[src/tps_pkg.sv]
// tps_pkg: shared types, command codes and the fixed pattern table of the
// tone pattern sequencer. No dependencies.
package tps_pkg;

  // One tone segment: frequency in Hz, tone length and trailing pause in ms
  typedef struct packed {
    logic [15:0] freq;
    logic [15:0] dur;
    logic [15:0] pause;
  } seg_t;

  // Command codes on the request channel
  typedef enum logic [1:0] {
    CMD_TICK = 2'd0,
    CMD_PLAY = 2'd1,
    CMD_STOP = 2'd2
  } cmd_t;

  // Controller states
  typedef enum logic [1:0] {
    ST_IDLE,
    ST_EXEC,
    ST_PUSH2
  } state_t;

  // One result as it leaves the block
  typedef struct packed {
    logic        tone_write;
    logic [15:0] tone_freq;
    logic        accepted;
    logic        busy_res;
    logic        last;
  } res_t;

  // Load request for the output buffer
  typedef struct packed {
    logic push;
    logic two;
  } oq_push_t;

  // Per-cycle command to the segment cell chain
  typedef struct packed {
    logic shift;
    logic push;
  } cell_ctl_t;

  localparam logic [3:0] NUM_PATTERNS = 4'd13;

  // Number of segments in a pattern
  function automatic logic [1:0] pat_len(input logic [3:0] id);
    logic [1:0] len;
    case (id)
      4'd2, 4'd6, 4'd7, 4'd12: len = 2'd1;
      default:                 len = 2'd2;
    endcase
    return len;
  endfunction

  // Segment idx (0 or 1) of a pattern; unused slots read as zero
  function automatic seg_t pat_seg(input logic [3:0] id, input logic idx);
    seg_t s;
    case ({id, idx})
      5'd0:    s = '{16'd900,  16'd120, 16'd30};
      5'd1:    s = '{16'd1200, 16'd120, 16'd0};
      5'd2:    s = '{16'd800,  16'd80,  16'd20};
      5'd4:    s = '{16'd1500, 16'd150, 16'd0};
      5'd6:    s = '{16'd1400, 16'd100, 16'd20};
      5'd7:    s = '{16'd1700, 16'd160, 16'd0};
      5'd8:    s = '{16'd1300, 16'd120, 16'd20};
      5'd9:    s = '{16'd1800, 16'd180, 16'd0};
      5'd10:   s = '{16'd900,  16'd160, 16'd30};
      5'd11:   s = '{16'd600,  16'd200, 16'd0};
      5'd12:   s = '{16'd500,  16'd500, 16'd0};
      5'd14:   s = '{16'd880,  16'd140, 16'd0};
      5'd16:   s = '{16'd720,  16'd80,  16'd30};
      5'd17:   s = '{16'd1180, 16'd130, 16'd0};
      5'd18:   s = '{16'd520,  16'd120, 16'd40};
      5'd19:   s = '{16'd320,  16'd160, 16'd0};
      5'd20:   s = '{16'd940,  16'd100, 16'd20};
      5'd21:   s = '{16'd1420, 16'd150, 16'd0};
      5'd22:   s = '{16'd620,  16'd140, 16'd20};
      5'd23:   s = '{16'd360,  16'd200, 16'd0};
      5'd24:   s = '{16'd1800, 16'd40,  16'd0};
      default: s = '0;
    endcase
    return s;
  endfunction

endpackage

[src/tps_cell.sv]
// tps_cell: one slot of the segment queue chain. Loads a new segment when it is
// the first free slot, or takes its upstream neighbor's segment on a pop.
// Depends on tps_pkg.
module tps_cell
  import tps_pkg::*;
#(
  parameter int IDX   = 0,
  parameter int CNT_W = 5
) (
  input  logic             clk,
  input  cell_ctl_t        ctl,
  input  logic [CNT_W-1:0] fill,
  input  seg_t             push_seg,
  input  seg_t             next_seg,
  output seg_t             seg
);

  seg_t seg_r;

  // pop moves the whole chain one slot toward the head
  always_ff @(posedge clk) begin
    if (ctl.shift) begin
      seg_r <= next_seg;
    end else if (ctl.push && (fill == CNT_W'(IDX))) begin
      seg_r <= push_seg;
    end
  end

  assign seg = seg_r;

endmodule

[src/tps_outq.sv]
// tps_outq: two-entry result buffer between the sequencer and the result port.
// Loaded only when empty, with one or two results at once. Depends on tps_pkg.
module tps_outq
  import tps_pkg::*;
(
  input  logic     clk,
  input  logic     rst_n,
  input  oq_push_t load,
  input  res_t     res0,
  input  res_t     res1,
  output logic     empty,
  output logic     out_valid,
  input  logic     out_stall,
  output res_t     out_res
);

  res_t       q0_r, q1_r;
  logic [1:0] cnt_r;
  logic       pop;

  assign pop       = (cnt_r != 2'd0) && !out_stall;
  assign empty     = (cnt_r == 2'd0);
  assign out_valid = !empty;
  assign out_res   = q0_r;

  // occupancy
  always_ff @(posedge clk) begin
    if (!rst_n) begin
      cnt_r <= 2'd0;
    end else if (load.push && empty) begin
      cnt_r <= load.two ? 2'd2 : 2'd1;
    end else if (pop) begin
      cnt_r <= cnt_r - 2'd1;
    end
  end

  // payload
  always_ff @(posedge clk) begin
    if (load.push && empty) begin
      q0_r <= res0;
      q1_r <= res1;
    end else if (pop) begin
      q0_r <= q1_r;
    end
  end

endmodule

[src/tone_pattern_sequencer_core.sv]
// Tone pattern sequencer: plays fixed buzzer patterns from a segment queue
// driven by play, stop and millisecond tick requests.
// Depends on tps_pkg, tps_cell, tps_outq.

// Each request is taken in ST_IDLE and worked off in ST_EXEC, which first
// waits until the two-entry result buffer has drained; a two-segment play
// then passes through ST_PUSH2 for the second write into the segment queue.
// Segments queue in a chain of FIFO_DEPTH cells where the head is always
// cell 0: a play writes at the first free cell, and starting a segment shifts
// the whole chain by one. Every request gives one or two results, the final
// one flagged by out_last; a tick can give two tone writes (silence at the
// end of a tone, then the next segment's frequency).
module tone_pattern_sequencer_core
  import tps_pkg::*;
#(
  parameter int FIFO_DEPTH = 16
) (
  input  logic        clk,
  input  logic        rst_n,
  input  logic        in_valid,
  output logic        in_stall,
  input  logic [1:0]  in_cmd,
  input  logic [3:0]  in_pattern_id,
  input  logic [31:0] in_now_ms,
  output logic        out_valid,
  input  logic        out_stall,
  output logic        out_tone_write,
  output logic [15:0] out_tone_freq,
  output logic        out_accepted,
  output logic        out_busy_res,
  output logic        out_last
);

  localparam int CNT_W = $clog2(FIFO_DEPTH + 1);
  localparam logic [CNT_W-1:0] DEPTH_C = CNT_W'(FIFO_DEPTH);

  state_t           state_r, state_nxt;
  cmd_t             cmd_r;
  logic [3:0]       pid_r;
  logic [31:0]      now_r;
  logic             active_r, active_nxt;
  logic             pausing_r, pausing_nxt;
  seg_t             cur_r, cur_nxt;
  logic [31:0]      ss_r, ss_nxt;
  logic [31:0]      ps_r, ps_nxt;
  logic [CNT_W-1:0] count_r, count_nxt;

  cell_ctl_t        cell_ctl;
  seg_t             push_seg;
  seg_t             seg_w [FIFO_DEPTH+1];
  seg_t             head;

  oq_push_t         oq_load;
  res_t             res0, res1;
  res_t             out_res;
  logic             oq_empty;

  logic             accept;

  assign accept   = in_valid && (state_r == ST_IDLE);
  assign in_stall = (state_r != ST_IDLE);
  assign head     = seg_w[0];

  // segment queue: row of cells, cell 0 is the head
  genvar gi;
  generate
    for (gi = 0; gi < FIFO_DEPTH; gi++) begin : g_cell
      tps_cell #(
        .IDX   (gi),
        .CNT_W (CNT_W)
      ) u_cell (
        .clk      (clk),
        .ctl      (cell_ctl),
        .fill     (count_r),
        .push_seg (push_seg),
        .next_seg (seg_w[gi+1]),
        .seg      (seg_w[gi])
      );
    end
  endgenerate
  assign seg_w[FIFO_DEPTH] = seg_w[FIFO_DEPTH-1];

  // result buffer
  tps_outq u_outq (
    .clk       (clk),
    .rst_n     (rst_n),
    .load      (oq_load),
    .res0      (res0),
    .res1      (res1),
    .empty     (oq_empty),
    .out_valid (out_valid),
    .out_stall (out_stall),
    .out_res   (out_res)
  );

  assign out_tone_write = out_res.tone_write;
  assign out_tone_freq  = out_res.tone_freq;
  assign out_accepted   = out_res.accepted;
  assign out_busy_res   = out_res.busy_res;
  assign out_last       = out_res.last;

  // request capture
  always_ff @(posedge clk) begin
    if (accept) begin
      cmd_r <= cmd_t'(in_cmd);
      pid_r <= in_pattern_id;
      now_r <= in_now_ms;
    end
  end

  // control state
  always_ff @(posedge clk) begin
    if (!rst_n) begin
      state_r   <= ST_IDLE;
      active_r  <= 1'b0;
      pausing_r <= 1'b0;
      count_r   <= '0;
    end else begin
      state_r   <= state_nxt;
      active_r  <= active_nxt;
      pausing_r <= pausing_nxt;
      count_r   <= count_nxt;
    end
  end

  // segment timing payload
  always_ff @(posedge clk) begin
    cur_r <= cur_nxt;
    ss_r  <= ss_nxt;
    ps_r  <= ps_nxt;
  end

  // next state, queue control and results
  always_comb begin
    logic [31:0]      diff;
    logic [15:0]      thr;
    logic             done;
    logic             end_seg;
    logic [1:0]       nw;
    logic [15:0]      f0, f1;
    logic             acc;
    logic [1:0]       len;
    logic [CNT_W-1:0] room;
    logic             busy;

    state_nxt   = state_r;
    active_nxt  = active_r;
    pausing_nxt = pausing_r;
    cur_nxt     = cur_r;
    ss_nxt      = ss_r;
    ps_nxt      = ps_r;
    count_nxt   = count_r;
    cell_ctl    = '0;
    push_seg    = pat_seg(pid_r, state_r == ST_PUSH2);
    oq_load     = '0;
    res0        = '0;
    res1        = '0;
    busy        = 1'b0;
    nw          = 2'd0;
    f0          = 16'd0;
    f1          = 16'd0;
    acc         = 1'b0;
    end_seg     = 1'b0;
    len         = pat_len(pid_r);
    room        = DEPTH_C - count_r;

    // one subtract/compare serves both the tone and the pause phase
    diff = now_r - (pausing_r ? ps_r : ss_r);
    thr  = pausing_r ? cur_r.pause : cur_r.dur;
    done = (diff >= {16'd0, thr});

    unique case (state_r)
      ST_IDLE: begin
        if (accept) begin
          state_nxt = ST_EXEC;
        end
      end

      ST_EXEC: begin
        if (oq_empty) begin
          state_nxt = ST_IDLE;
          case (cmd_r)
            CMD_TICK: begin
              if (!active_r) begin
                // idle: start the head segment, if any
                if (count_r != '0) begin
                  cell_ctl.shift = 1'b1;
                  count_nxt      = count_r - CNT_W'(1);
                  cur_nxt        = head;
                  ss_nxt         = now_r;
                  pausing_nxt    = 1'b0;
                  active_nxt     = (head.dur != 16'd0);
                  nw             = 2'd1;
                  f0             = head.freq;
                end
              end else begin
                if (!pausing_r && done) begin
                  // tone over: silence, then pause or end
                  nw = 2'd1;
                  if (cur_r.pause != 16'd0) begin
                    pausing_nxt = 1'b1;
                    ps_nxt      = now_r;
                  end else begin
                    end_seg = 1'b1;
                  end
                end else if (pausing_r && done) begin
                  end_seg     = 1'b1;
                  pausing_nxt = 1'b0;
                end
                if (end_seg) begin
                  active_nxt = 1'b0;
                  if (count_r != '0) begin
                    cell_ctl.shift = 1'b1;
                    count_nxt      = count_r - CNT_W'(1);
                    cur_nxt        = head;
                    ss_nxt         = now_r;
                    pausing_nxt    = 1'b0;
                    active_nxt     = (head.dur != 16'd0);
                    if (nw == 2'd1) begin
                      f1 = head.freq;
                      nw = 2'd2;
                    end else begin
                      f0 = head.freq;
                      nw = 2'd1;
                    end
                  end
                end
              end
            end
            CMD_PLAY: begin
              acc = (pid_r < NUM_PATTERNS) && ({{(CNT_W-2){1'b0}}, len} <= room);
              if (acc) begin
                cell_ctl.push = 1'b1;
                count_nxt     = count_r + CNT_W'(1);
                if (len == 2'd2) begin
                  state_nxt = ST_PUSH2;
                end
              end
            end
            CMD_STOP: begin
              count_nxt   = '0;
              active_nxt  = 1'b0;
              pausing_nxt = 1'b0;
              nw          = 2'd1;
            end
            default: begin
            end
          endcase

          busy = active_nxt || (count_nxt != '0) || acc;

          oq_load.push = 1'b1;
          oq_load.two  = (nw == 2'd2);
          res0 = '{tone_write: (nw != 2'd0), tone_freq: f0, accepted: acc,
                   busy_res: busy, last: (nw != 2'd2)};
          res1 = '{tone_write: 1'b1, tone_freq: f1, accepted: acc,
                   busy_res: busy, last: 1'b1};
        end else begin
          res0 = '0;
          res1 = '0;
        end
      end

      ST_PUSH2: begin
        // second segment of a two-segment pattern
        cell_ctl.push = 1'b1;
        count_nxt     = count_r + CNT_W'(1);
        state_nxt     = ST_IDLE;
      end

      default: begin
        state_nxt = ST_IDLE;
      end
    endcase

    if (state_r != ST_EXEC) begin
      res0 = '0;
      res1 = '0;
    end
  end

endmodule
[config.mk]
export PLATFORM = sky130hd
export DESIGN_NAME = tone_pattern_sequencer_core
export DESIGN_NICKNAME = d
export VERILOG_FILES = /design/src/tps_pkg.sv /design/src/tps_cell.sv /design/src/tps_outq.sv /design/src/tone_pattern_sequencer_core.sv
export SDC_FILE = /design/constraint.sdc
export NUM_CORES = 1
export LEC_CHECK = 0
export BUFFER_PORTS_ARGS = -buffer_cell sky130_fd_sc_hd__buf_2
export CORE_MARGIN = 2
export CORE_UTILIZATION = 51
export CTS_BUF_LIST = sky130_fd_sc_hd__clkbuf_4 sky130_fd_sc_hd__clkbuf_8 sky130_fd_sc_hd__clkbuf_16
export DETAILED_ROUTE_END_ITERATION = 7
export GPL_ROUTABILITY_DRIVEN = 0
export GPL_TIMING_DRIVEN = 0
export PLACE_DENSITY_LB_ADDON = 0.2
export SLEW_MARGIN = 0
export SYNTH_ARGS = -nofsm -noshare
export SYNTH_HDL_FRONTEND = slang
export SYNTH_SLANG_ARGS = --single-unit
[constraint.sdc]
create_clock -name clk -period 8.2 [get_ports clk]
set_input_delay 1.64 -clock clk [delete_from_list [all_inputs] [get_ports clk]]
set_output_delay 1.64 -clock clk [all_outputs]
set_load 0.005 [all_outputs]
== Yosys cells after proc, flatten, opt, wreduce, memory -nomap -nowiden ==
Memories as Yosys holds them, arrays and structs flattened.
Index checks and enable logic that the tools add are counted.
W data, S select, Z words.

* Flip-flop bits (word level): 969
* Bits in read-only memories: 704
* Input port bits: 42
* Output and inout port bits: 22
* Logic and storage cells: 309
* Memories kept: 1

* $add $sub $neg: 5
* $lt $le $gt $ge: 3
* Eq/ne operators: 32
* Mux-type cells: 122
* Bitwise logic cells: 8
* Reductions and logical operators: 67

{| class="wikitable"
|+ Memory list
! name !! words !! width !! read ports !! clocked after Yosys merged registers in !! write ports !! line !! RTL
|-
| (no name shown) || 32 || 22 || 1 || 0 || 0 || tps_pkg.sv:62 || <nowiki>case ({id, idx})</nowiki>
|}

{| class="wikitable"
|+ Operators with widths
! operator !! number
|-
| $mux W48 || 33
|-
| $mux W16 || 12
|-
| $mux W32 || 4
|-
| $mux W20 || 6
|-
| $mux W2 || 22
|-
| $reduce_bool A2 Y1 || 21
|-
| $eq A5 B4 Y1 const B || 8
|-
| $mux W5 || 7
|-
| $ge A32 B16 Y1 || 1
|-
| $reduce_bool A16 Y1 || 2
|-
| $sub A32 B32 Y32 || 1
|-
| $mux W1 || 31
|-
| $logic_and A1 B1 Y1 || 22
|-
| $eq A5 B3 Y1 const B || 4
|-
| $pmux W5 S3 || 1
|-
| $eq A5 B2 Y1 const B || 2
|-
| $pmux W5 S2 || 1
|-
| $reduce_bool A5 Y1 || 2
|-
| $eq A2 B2 Y1 const B || 4
|-
| $eq A4 B3 Y1 const B || 2
|-
| $not A1 Y1 || 8
|-
| $pmux W2 S2 || 2
|-
| $reduce_and A2 Y1 || 4
|-
| $reduce_and A4 Y1 || 2
|-
| 23 further kinds || 35
|}

== Longest topological paths before layout ==
Gate-level depths: netlist (run 1).

* Word-level depth: 22
* Depth in mapped cells: 26
* Mapped depth without buffers: 23

== Modules after synthesis ==
Synthesis (run 1) repeated with hierarchy kept, for this count alone.

* Cell total of the unflattened synthesis: 2609
* Area, all modules: 44034.7 um^2

{| class="wikitable"
|+ Modules (own cells, without submodules)
! module !! instances !! cells each !! area each (um^2) !! sequential area each (um^2)
|-
| tps_cell at g_cell[10].u_cell ... || 6 || 104 || 2083.2 || 1441.4
|-
| tone_pattern_sequencer_core || 1 || 867 || 9048.7 || 4204.0
|-
| tps_cell at g_cell[1].u_cell ... || 4 || 104 || 2082.0 || 1441.4
|-
| tps_cell at g_cell[11].u_cell ... || 3 || 103 || 2079.5 || 1441.4
|-
| tps_cell at g_cell[12].u_cell || 1 || 104 || 2080.7 || 1441.4
|-
| tps_cell at g_cell[0].u_cell || 1 || 104 || 2079.5 || 1441.4
|-
| tps_cell at g_cell[3].u_cell || 1 || 103 || 2078.2 || 1441.4
|-
| tps_outq || 1 || 82 || 1681.6 || 1241.2
|}

== Least setup slack after synthesis (run 1) ==
OpenSTA, ideal clock, no wires.

* Path kind: reg-to-reg
* Start: register pausing_r
* End: register ps_r[0] (enable)
* Library setup time: 0.461 ns
* Arrival: 5.812 ns
* Data required time: 7.739 ns
* Slack: 1.927 ns
* Cell stages (with the launch flop): 20
* Path buffers: 3
* Clock period less this slack: 6.273 ns
* Path through: dfxtp_1 clkbuf_1 clkbuf_1 mux2i_1 ha_1 and2_4 a221o_1 nor2_1 o21bai_1 a21oi_1 xnor2_1 ha_1 nand4_1 o21ai_0 a21o_1 a2111oi_0 nand4b_1 nor4bb_1 buf_2 nor3_1

* Longest elaborated chain between the ends: 5
* Elaborated cells between the ends (all ways): 7
* Those cells by class: add/sub (1); order compare (1); mux (2); reduce/logical (3)

{| class="wikitable"
|+ RTL lines
! item !! line !! RTL
|-
| start, declared || tone_pattern_sequencer_core.sv:42 || <nowiki>logic pausing_r, pausing_nxt;</nowiki>
|-
| start signal, assigned || tone_pattern_sequencer_core.sv:121 || <nowiki>pausing_r <= pausing_nxt;</nowiki>
|-
| $mux W32 || tone_pattern_sequencer_core.sv:168 || <nowiki>diff = now_r - (pausing_r ? ps_r : ss_r);</nowiki>
|-
| $sub A32 B32 Y32 || tone_pattern_sequencer_core.sv:168 ||
|-
| $ge A32 B16 Y1 || tone_pattern_sequencer_core.sv:170 || <nowiki>done = (diff >= {16'd0, thr});</nowiki>
|-
| $logic_and A1 B1 Y1 (*) || tone_pattern_sequencer_core.sv:197 || <nowiki>if (!pausing_r && done) begin</nowiki>
|-
| $reduce_and A6 Y1 (no line) (*) || n/a ||
|-
| end signal, assigned || tone_pattern_sequencer_core.sv:130 || <nowiki>ps_r <= ps_nxt;</nowiki>
|-
| end, declared || tone_pattern_sequencer_core.sv:45 || <nowiki>logic [31:0] ps_r, ps_nxt;</nowiki>
|}

Every way passes the cells marked *; elsewhere a longest branch is shown, timed or not.
A chain may end at the register's enable or synchronous reset.

== Worst setup path in the final report (run 1) ==
* Start: register pausing_r
* End: register g_cell[15].u_cell.seg_r, in the netlist g_cell[15].u_cell.seg[1] (enable)

* Longest elaborated chain between the ends: 17
* Elaborated cells between the ends (all ways): 20
* Those cells by class: add/sub (1); order compare (1); mux (13); bitwise (1); reduce/logical (4)

{| class="wikitable"
|+ RTL lines
! item !! line !! RTL
|-
| $mux W32 || tone_pattern_sequencer_core.sv:168 ||
|-
| $sub A32 B32 Y32 || tone_pattern_sequencer_core.sv:168 ||
|-
| $ge A32 B16 Y1 || tone_pattern_sequencer_core.sv:170 ||
|-
| $logic_and A1 B1 Y1 || tone_pattern_sequencer_core.sv:206 || <nowiki>end else if (pausing_r && done) begin</nowiki>
|-
| $mux W1 || tone_pattern_sequencer_core.sv:206 ||
|-
| $mux W1 (*) || tone_pattern_sequencer_core.sv:197 ||
|-
| $mux W1 (*) || tone_pattern_sequencer_core.sv:184 || <nowiki>if (!active_r) begin</nowiki>
|-
| $mux W1 (*) || tone_pattern_sequencer_core.sv:182 || <nowiki>case (cmd_r)</nowiki>
|-
| $mux W1 (*) || tone_pattern_sequencer_core.sv:180 || <nowiki>if (oq_empty) begin</nowiki>
|-
| $mux W1 (*) || tone_pattern_sequencer_core.sv:172 || <nowiki>unique case (state_r)</nowiki>
|-
| $mux W1 (*) || tone_pattern_sequencer_core.sv:210 || <nowiki>if (end_seg) begin</nowiki>
|-
| $mux W1 (*) || tone_pattern_sequencer_core.sv:184 ||
|-
| $mux W1 (*) || tone_pattern_sequencer_core.sv:182 ||
|-
| $mux W2 (*) || tone_pattern_sequencer_core.sv:180 ||
|-
| $mux W1 (*) || tone_pattern_sequencer_core.sv:172 ||
|-
| $not A1 Y1 (no line) (*) || n/a ||
|-
| $reduce_and A2 Y1 (no line) (*) || n/a ||
|-
| end signal, assigned || tps_cell.sv:23 || <nowiki>seg_r <= next_seg;</nowiki>
|-
| end signal, assigned || tps_cell.sv:25 || <nowiki>seg_r <= push_seg;</nowiki>
|-
| end, declared || tps_cell.sv:18 || <nowiki>seg_t seg_r;</nowiki>
|}

Every way passes the cells marked *; elsewhere a longest branch is shown, timed or not. The select of a mux whose other input is x is not followed.

==> results of run 1 <==
## logic make-up after synthesis
kind of cell / count (synthesis) / synth area share [%]
AO/OA/AOI/OAI: 600 / 18.71
flip-flops: 486 / 64.30
AND/OR/NAND/NOR: 315 / 7.282
buffers and inverters: 150 / 3.461
adder cells (fa/ha/maj): 66 / 3.699
multiplexers: 47 / 2.105
XOR/XNOR: 11 / 0.4277
other: 1 / 0.01665
## metal layers
layer / track usage [%] / share of wire [%]
met5: 0 / 0
met1: 27.47 / 40
met4: 9.977 / 4.6
met3: 3.050 / 5.5
met2: 37.95 / 49
## state kept, by name, summed over array words and instances, names as in the netlist, 4 cells and up
register and count:
count_r 5, cur_r 12, g_cell.u_cell.seg 336, now_r 32, pid_r 4, ps_r 32
ss_r 32, u_outq.out_res 13, u_outq.q1_r 12
## critical path: stages, from the launching register on
cell and delay (ns):
dfxtp_1 0.30, clkbuf_1 0.49, clkbuf_1 0.75, mux2i_1 0.17, ha_1 0.30, clkbuf_1 0.27
o211ai_1 0.19, a21oi_1 0.46, nor2_1 0.15, o21ai_0 0.24, xor2_1 0.10, ha_1 0.22
o21bai_1 0.16, a2111oi_0 0.45, o21ai_0 0.24, nor4_1 0.34, nand4_1 0.22, nor4_2 0.33
a21boi_2 0.21, nand3_4 0.22, buf_4 0.24, buf_4 0.21, and3_1 0.99
## through the flow
stage	hold WS, ns	setup TNS, ns	instance area (µm²)	instances	setup slack (ns)
2_1_floorplan	0.4003	0	22550	1682	1.927
3_3_place_gp	0.4049	-117.44	23570	2330	-1.359
3_5_place_dp	0.4062	0	23880	2346	0.3176
4_1_cts	0.4198	0	25640	2440	0.2583
5_1_grt	0.4249	0	25640	2440	0.06119
6_report	0.4220	0	25640	2440	0.4875
## what timing repair did
action	4_1_cts	5_1_grt
hold endpoints to repair	0	0
setup endpoints to repair	0	66
gates resized for setup	0	3
setup buffers	0	0
## report_power, final
part / leakage (µW) / total, µW / internal, µW / switching (µW)
Clock: 0.000864 / 2390 / 1410 / 980
Combinational: 0.00417 / 626 / 256 / 370
Sequential: 0.00442 / 2860 / 2830 / 32.0
## final cells by class
| class | instances | area (µm²) | share of cell area, % |
|---|---|---|---|
| flip-flops and latches | 486 | 14480 | 56.49 |
| multi-input cells | 1046 | 7370 | 28.74 |
| clock buffers | 62 | 1365 | 5.324 |
| well taps | 592 | 740.7 | 2.889 |
| plain buffers | 115 | 646.9 | 2.523 |
| repair buffers | 72 | 510.5 | 1.991 |
| clock inverters | 32 | 387.9 | 1.513 |
| inverters | 35 | 133.9 | 0.5222 |
## worst max path at each step
stage	depth (start not counted)	endpoint	from
3_5_place_dp	22	g_cell[15].u_cell.seg[42]$_DFFE_PP_	pausing_r$_SDFFE_PN0P_
6_report	22	g_cell[15].u_cell.seg[1]$_DFFE_PP_	pausing_r$_SDFFE_PN0P_
4_1_cts	22	g_cell[15].u_cell.seg[1]$_DFFE_PP_	pausing_r$_SDFFE_PN0P_
5_1_grt	23	g_cell[0].u_cell.seg[20]$_DFFE_PP_	pausing_r$_SDFFE_PN0P_
3_3_place_gp	15	ps_r[0]$_DFFE_PP_	pausing_r$_SDFFE_PN0P_
2_1_floorplan	19	ps_r[0]$_DFFE_PP_	pausing_r$_SDFFE_PN0P_
## placed cells by master (no fill, tap or decap), types with 8 or more instances in the layout
cell type / instances
a211oi_1: 14
a21oi_1: 74
a21o_1: 103
o211ai_1: 11
ha_1: 65
clkinv_1: 11
buf_2: 95
clkinv_2: 8
mux2i_1: 43
nor3_1: 16
buf_8: 12
and3_1: 15
clkbuf_4: 10
nand4_1: 15
edfxtp_1: 475
nand2_1: 89
inv_1: 32
o21a_1: 238
o21ai_0: 55
dfxtp_1: 11
buf_4: 19
nor2_1: 68
nand3_1: 17
xnor2_1: 9
nand2b_1: 23
and2_1: 19
o31ai_1: 8
clkbuf_16: 51
o22ai_1: 8
a22o_1: 11
o21ai_2: 12
clkbuf_1: 43
buf_6: 15
==> impl_metrics.yaml, run 1 <==
outcome:
  status: "completed"
synth:
  yosys.area.top_type: "edfxtp_1"
  synth_common_cells: "edfxtp_1 (475), o21a_1 (238), a21o_1 (103), nand2_1 (89), a21oi_1 (74)"
  ys_seq_area_share_pct: 64.30
  synth.area.top_cells: "edfxtp_1 (63%), o21a_1 (7.9%), ha_1 (3.6%), a21o_1 (3.4%), mux2i_1 (2.0%)"
  synth_warnings: 0
  synth-edff-count: 475
  yosys.cell_types.count: 82
  ys_seq_elements: 486
  postSynthAreaPerCell_um2: 13.44
  synth.most_common_cell: "edfxtp_1"
  syn_area_um2: 22530
  synth.top_cell.area_share_pct: 63.32
  synth_flop_cell: "edfxtp_1"
  synthArstFlopShare_pct: 0
  syn_inst: 1676
finish:
  drive_gt1_share_pct: 14.39
  nNetsFinal: 1915
  fin_util_pct: 58.36
  diodes: 0
  fillCellCount: 3526
  area_delta_synth_final_pct: 13.82
floorplan:
  die_y_um: 214.2
  start_util_pct: 51.27
  rows: 77
  die_w_um: 214.2
  core-area_um2: 43930
  pin_count: 64
  die_area_um2: 45860
hold_path:
  hold_start: "g_cell[0].u_cell.seg[3]$_DFFE_PP_"
  min_path_cells: 0
  hold_end: "cur_r[3]$_DFFE_PP_"
  worstHoldPathType: "flip-flop to flip-flop"
global_route:
  grt_use_total_pct: 21.93
  first_global_vias: 14430
  grt_antenna_before_repair: 0
  grt_max_degree: 54
  grt_pass1_wl_um: 79220
  gr-total-overflow: 0
sta:
  setup_viol: 0
  rsz0062_at_grt: "no"
  drv_slew: 0
  finalHoldViolCount: 0
  fin_skew_ns: 0.02097
  timing.final.crit_share_pct: 94.05
  worst_pin_slew_ns: 1.241
  slew_headroom_pct: 17.24
  max_clock_freq_mhz: 129.7
  period_needed_ns: 7.712
setup_path:
  reg2regPathDepth: 22
  reg2reg_to: "g_cell[15].u_cell.seg[1]$_DFFE_PP_"
  r2r-start: "pausing_r$_SDFFE_PN0P_"
  regToRegSetupSlack_ns: 0.49
  crit_fanout: 21
  critPathLaunchType: "flip-flop"
  worstPathRequired_ns: 8.41
  path_class: "flip-flop to flip-flop"
  end_kind: "flip-flop"
  crit_arrival_ns: 7.92
flow_run:
  max_cap_violations: 0
cts:
  cts_tree: "done"
  numClockSinks: 486
  root_buffer: "clkbuf_16"
  clk_latency_ns: 0.61
  cts_hold_buf: 0
  clk_pin_slew_ns: 0.06
  htreeDepth: 2
  clockBufferDepth: 3
  numCtsBuffers: 51
drt:
  wl_um: 50830
  routedWlPerCell_um: 20.83
  viasPerCell: 5.927
  drt_iter0_drc: 1332
  drtPass1Iterations: 5
  drtAntennaViolNets: 0
  vias: 14460
  drc: 0
power_and_ir_drop:
  leakage_uw: 0.009447
  total_power_uw: 5881
  power_density_nw_per_um2: 229.4
  ir_drop_mv: 0.1669
placed_design:
  io_buffers: 56
  hpwl_um: 35670
(Power assumes the default switching activity.)
==> run 2, diff against run 1 <==
Settings changed: RECOVER_POWER set to 50.
==> impl_metrics.yaml, run 2 (synthesized netlist as in run 1, its figures left out) <==
hold_path:
  worstHoldPathType: "flip-flop to flip-flop"
  min_path_cells: 0
sta:
  setup_viol: 0
  drv_slew: 25
  rsz0062_at_grt: "no"
  finalHoldViolCount: 0
  timing.final.crit_share_pct: 94.46
  period_needed_ns: 7.745
  setup-tns-final_ns: 0
  slew_headroom_pct: -6.238
  setup_slack_ns: 0.4545
  max_clock_freq_mhz: 129.1
  fin_skew_ns: 0.01956
  worst_pin_slew_ns: 1.594
drt:
  vias: 14470
  drt_iter0_drc: 1329
  viasPerCell: 5.929
  routedWlPerCell_um: 20.79
  drtPass1Iterations: 8
  drtAntennaViolNets: 0
  wl_um: 50750
  drc: 0
placed_design:
  dpl_cell_area_um2: 23880
  pre_cts_ws_ns: 0.3176
  io_buffers: 56
  hpwl_um: 35670
cts:
  clk_pin_slew_ns: 0.06
  numClockSinks: 486
  htreeDepth: 2
  root_buffer: "clkbuf_16"
  clockBufferDepth: 3
  numCtsBuffers: 51
  clk_latency_ns: 0.61
  cts_tree: "done"
  post_cts_buffers: 0
finish:
  drive_gt1_share_pct: 11.31
  post-route-cell-area_um2: 25440
  nNetsFinal: 1915
  final_cell_mix: "edfxtp_1 (475), o21a_1 (238), a21o_1 (103)"
  fin_util_pct: 57.91
  area_delta_synth_final_pct: 12.94
  largest_reg_flops: 336
  mostFrequentLayoutCell: "edfxtp_1"
  fillCellCount: 3568
setup_path:
  path_class: "flip-flop to flip-flop"
  crit_fanout: 21
  reg2regPathDepth: 22
  crit_arrival_ns: 7.95
  worstPathRequired_ns: 8.41
  critPathLaunchType: "flip-flop"
  regToRegSetupSlack_ns: 0.45
  end_kind: "flip-flop"
floorplan:
  start_util_pct: 51.27
  rows: 77
  pin_count: 64
  die_w_um: 214.2
  core-area_um2: 43930
  die_area_um2: 45860
  die_y_um: 214.2
global_route:
  grt_use_total_pct: 21.93
  gr-total-overflow: 0
  first_global_vias: 14430
  grt_antenna_before_repair: 0
  grt_max_degree: 54
  grt_pass1_wl_um: 79220
outcome:
  violations: "max-capacitance violations, max-slew violations"
  status: "finished, violations left"
power_and_ir_drop:
  leakage_uw: 0.009226
  ir_drop_mv: 0.1667
  total_power_uw: 5872
  power_density_nw_per_um2: 230.8
flow_run:
  max_cap_violations: 1
## run 2: cell count changes in the layout (fill, tap and decap cells not counted), sizes merged
cell / before / now
buf: 143 / 89
clkbuf: 106 / 160
clkinvlp: 2 / 3
diode: 0 / 1
inv: 34 / 33
## run 2: worst paths after layout
| kind | endpoint | start |
|---|---|---|
| setup / recovery | g_cell[15].u_cell.seg[1]$_DFFE_PP_ | pausing_r$_SDFFE_PN0P_ |
| hold / removal | cur_r[3]$_DFFE_PP_ | g_cell[0].u_cell.seg[3]$_DFFE_PP_ |
| setup reg to reg | g_cell[15].u_cell.seg[1]$_DFFE_PP_ | pausing_r$_SDFFE_PN0P_ |
| hold reg to reg | cur_r[3]$_DFFE_PP_ | g_cell[0].u_cell.seg[3]$_DFFE_PP_ |
## run 2: layout make-up
type | instances | area (µm²) | area share, %
sequential | 486 | 14480 | 56.93
multi-input combinational | 1046 | 7355 | 28.91
clock buffer | 62 | 1365 | 5.366
tap | 592 | 740.7 | 2.912
buffer | 115 | 525.5 | 2.066
timing repair buffer | 72 | 447.9 | 1.761
clock inverter | 32 | 387.9 | 1.525
inverter | 35 | 132.6 | 0.5213
antenna | 1 | 2.502 | 0.009836
## run 2: metal layers
layer  global-route usage, %  wire (µm)  vias up
met4                   9.977       2358        0
li1                        -          -     6683
met5                       0          0        -
met1                   27.47      20500     7076
met2                   37.95      24970      554
met3                   3.050       2915      159
## run 2: repair_timing
action / 4_1_cts / 5_1_grt
hold buffers: 0 / 0
endpoints found under the setup margin: 0 / 66
gates resized for setup: 0 / 3
## run 2: per-stage QoR
stage / instances / hold slack (ns)
2_1_floorplan: 1682 / 0.4003
6_report: 2441 / 0.4244
3_5_place_dp: 2346 / 0.4062
3_3_place_gp: 2330 / 0.4049
5_1_grt: 2440 / 0.4249
4_1_cts: 2440 / 0.4198
## run 2: critical path, stage by stage, from the launching register on
cell and delay [ns]:
dfxtp_1 0.30, clkbuf_1 0.49, clkbuf_1 0.76, mux2i_1 0.17
ha_1 0.30, clkbuf_1 0.27, o211ai_1 0.19, a21oi_1 0.45
nor2_1 0.15, o21ai_0 0.23, xor2_1 0.10, ha_1 0.22
o21bai_1 0.15, a2111oi_0 0.50, o21ai_0 0.25, nor4_1 0.33
nand4_1 0.22, nor4_2 0.34, a21boi_2 0.21, nand3_4 0.21
buf_4 0.23, buf_4 0.21, and3_1 1.01
## run 2: where the power goes
group	internal (µW)	leakage (µW)	switching [µW]	total [µW]
Sequential	2830	0.00442	32.4	2860
Clock	1410	0.000864	982	2400
Combinational	244	0.00394	370	613
Total	4490	0.00923	1380	5870
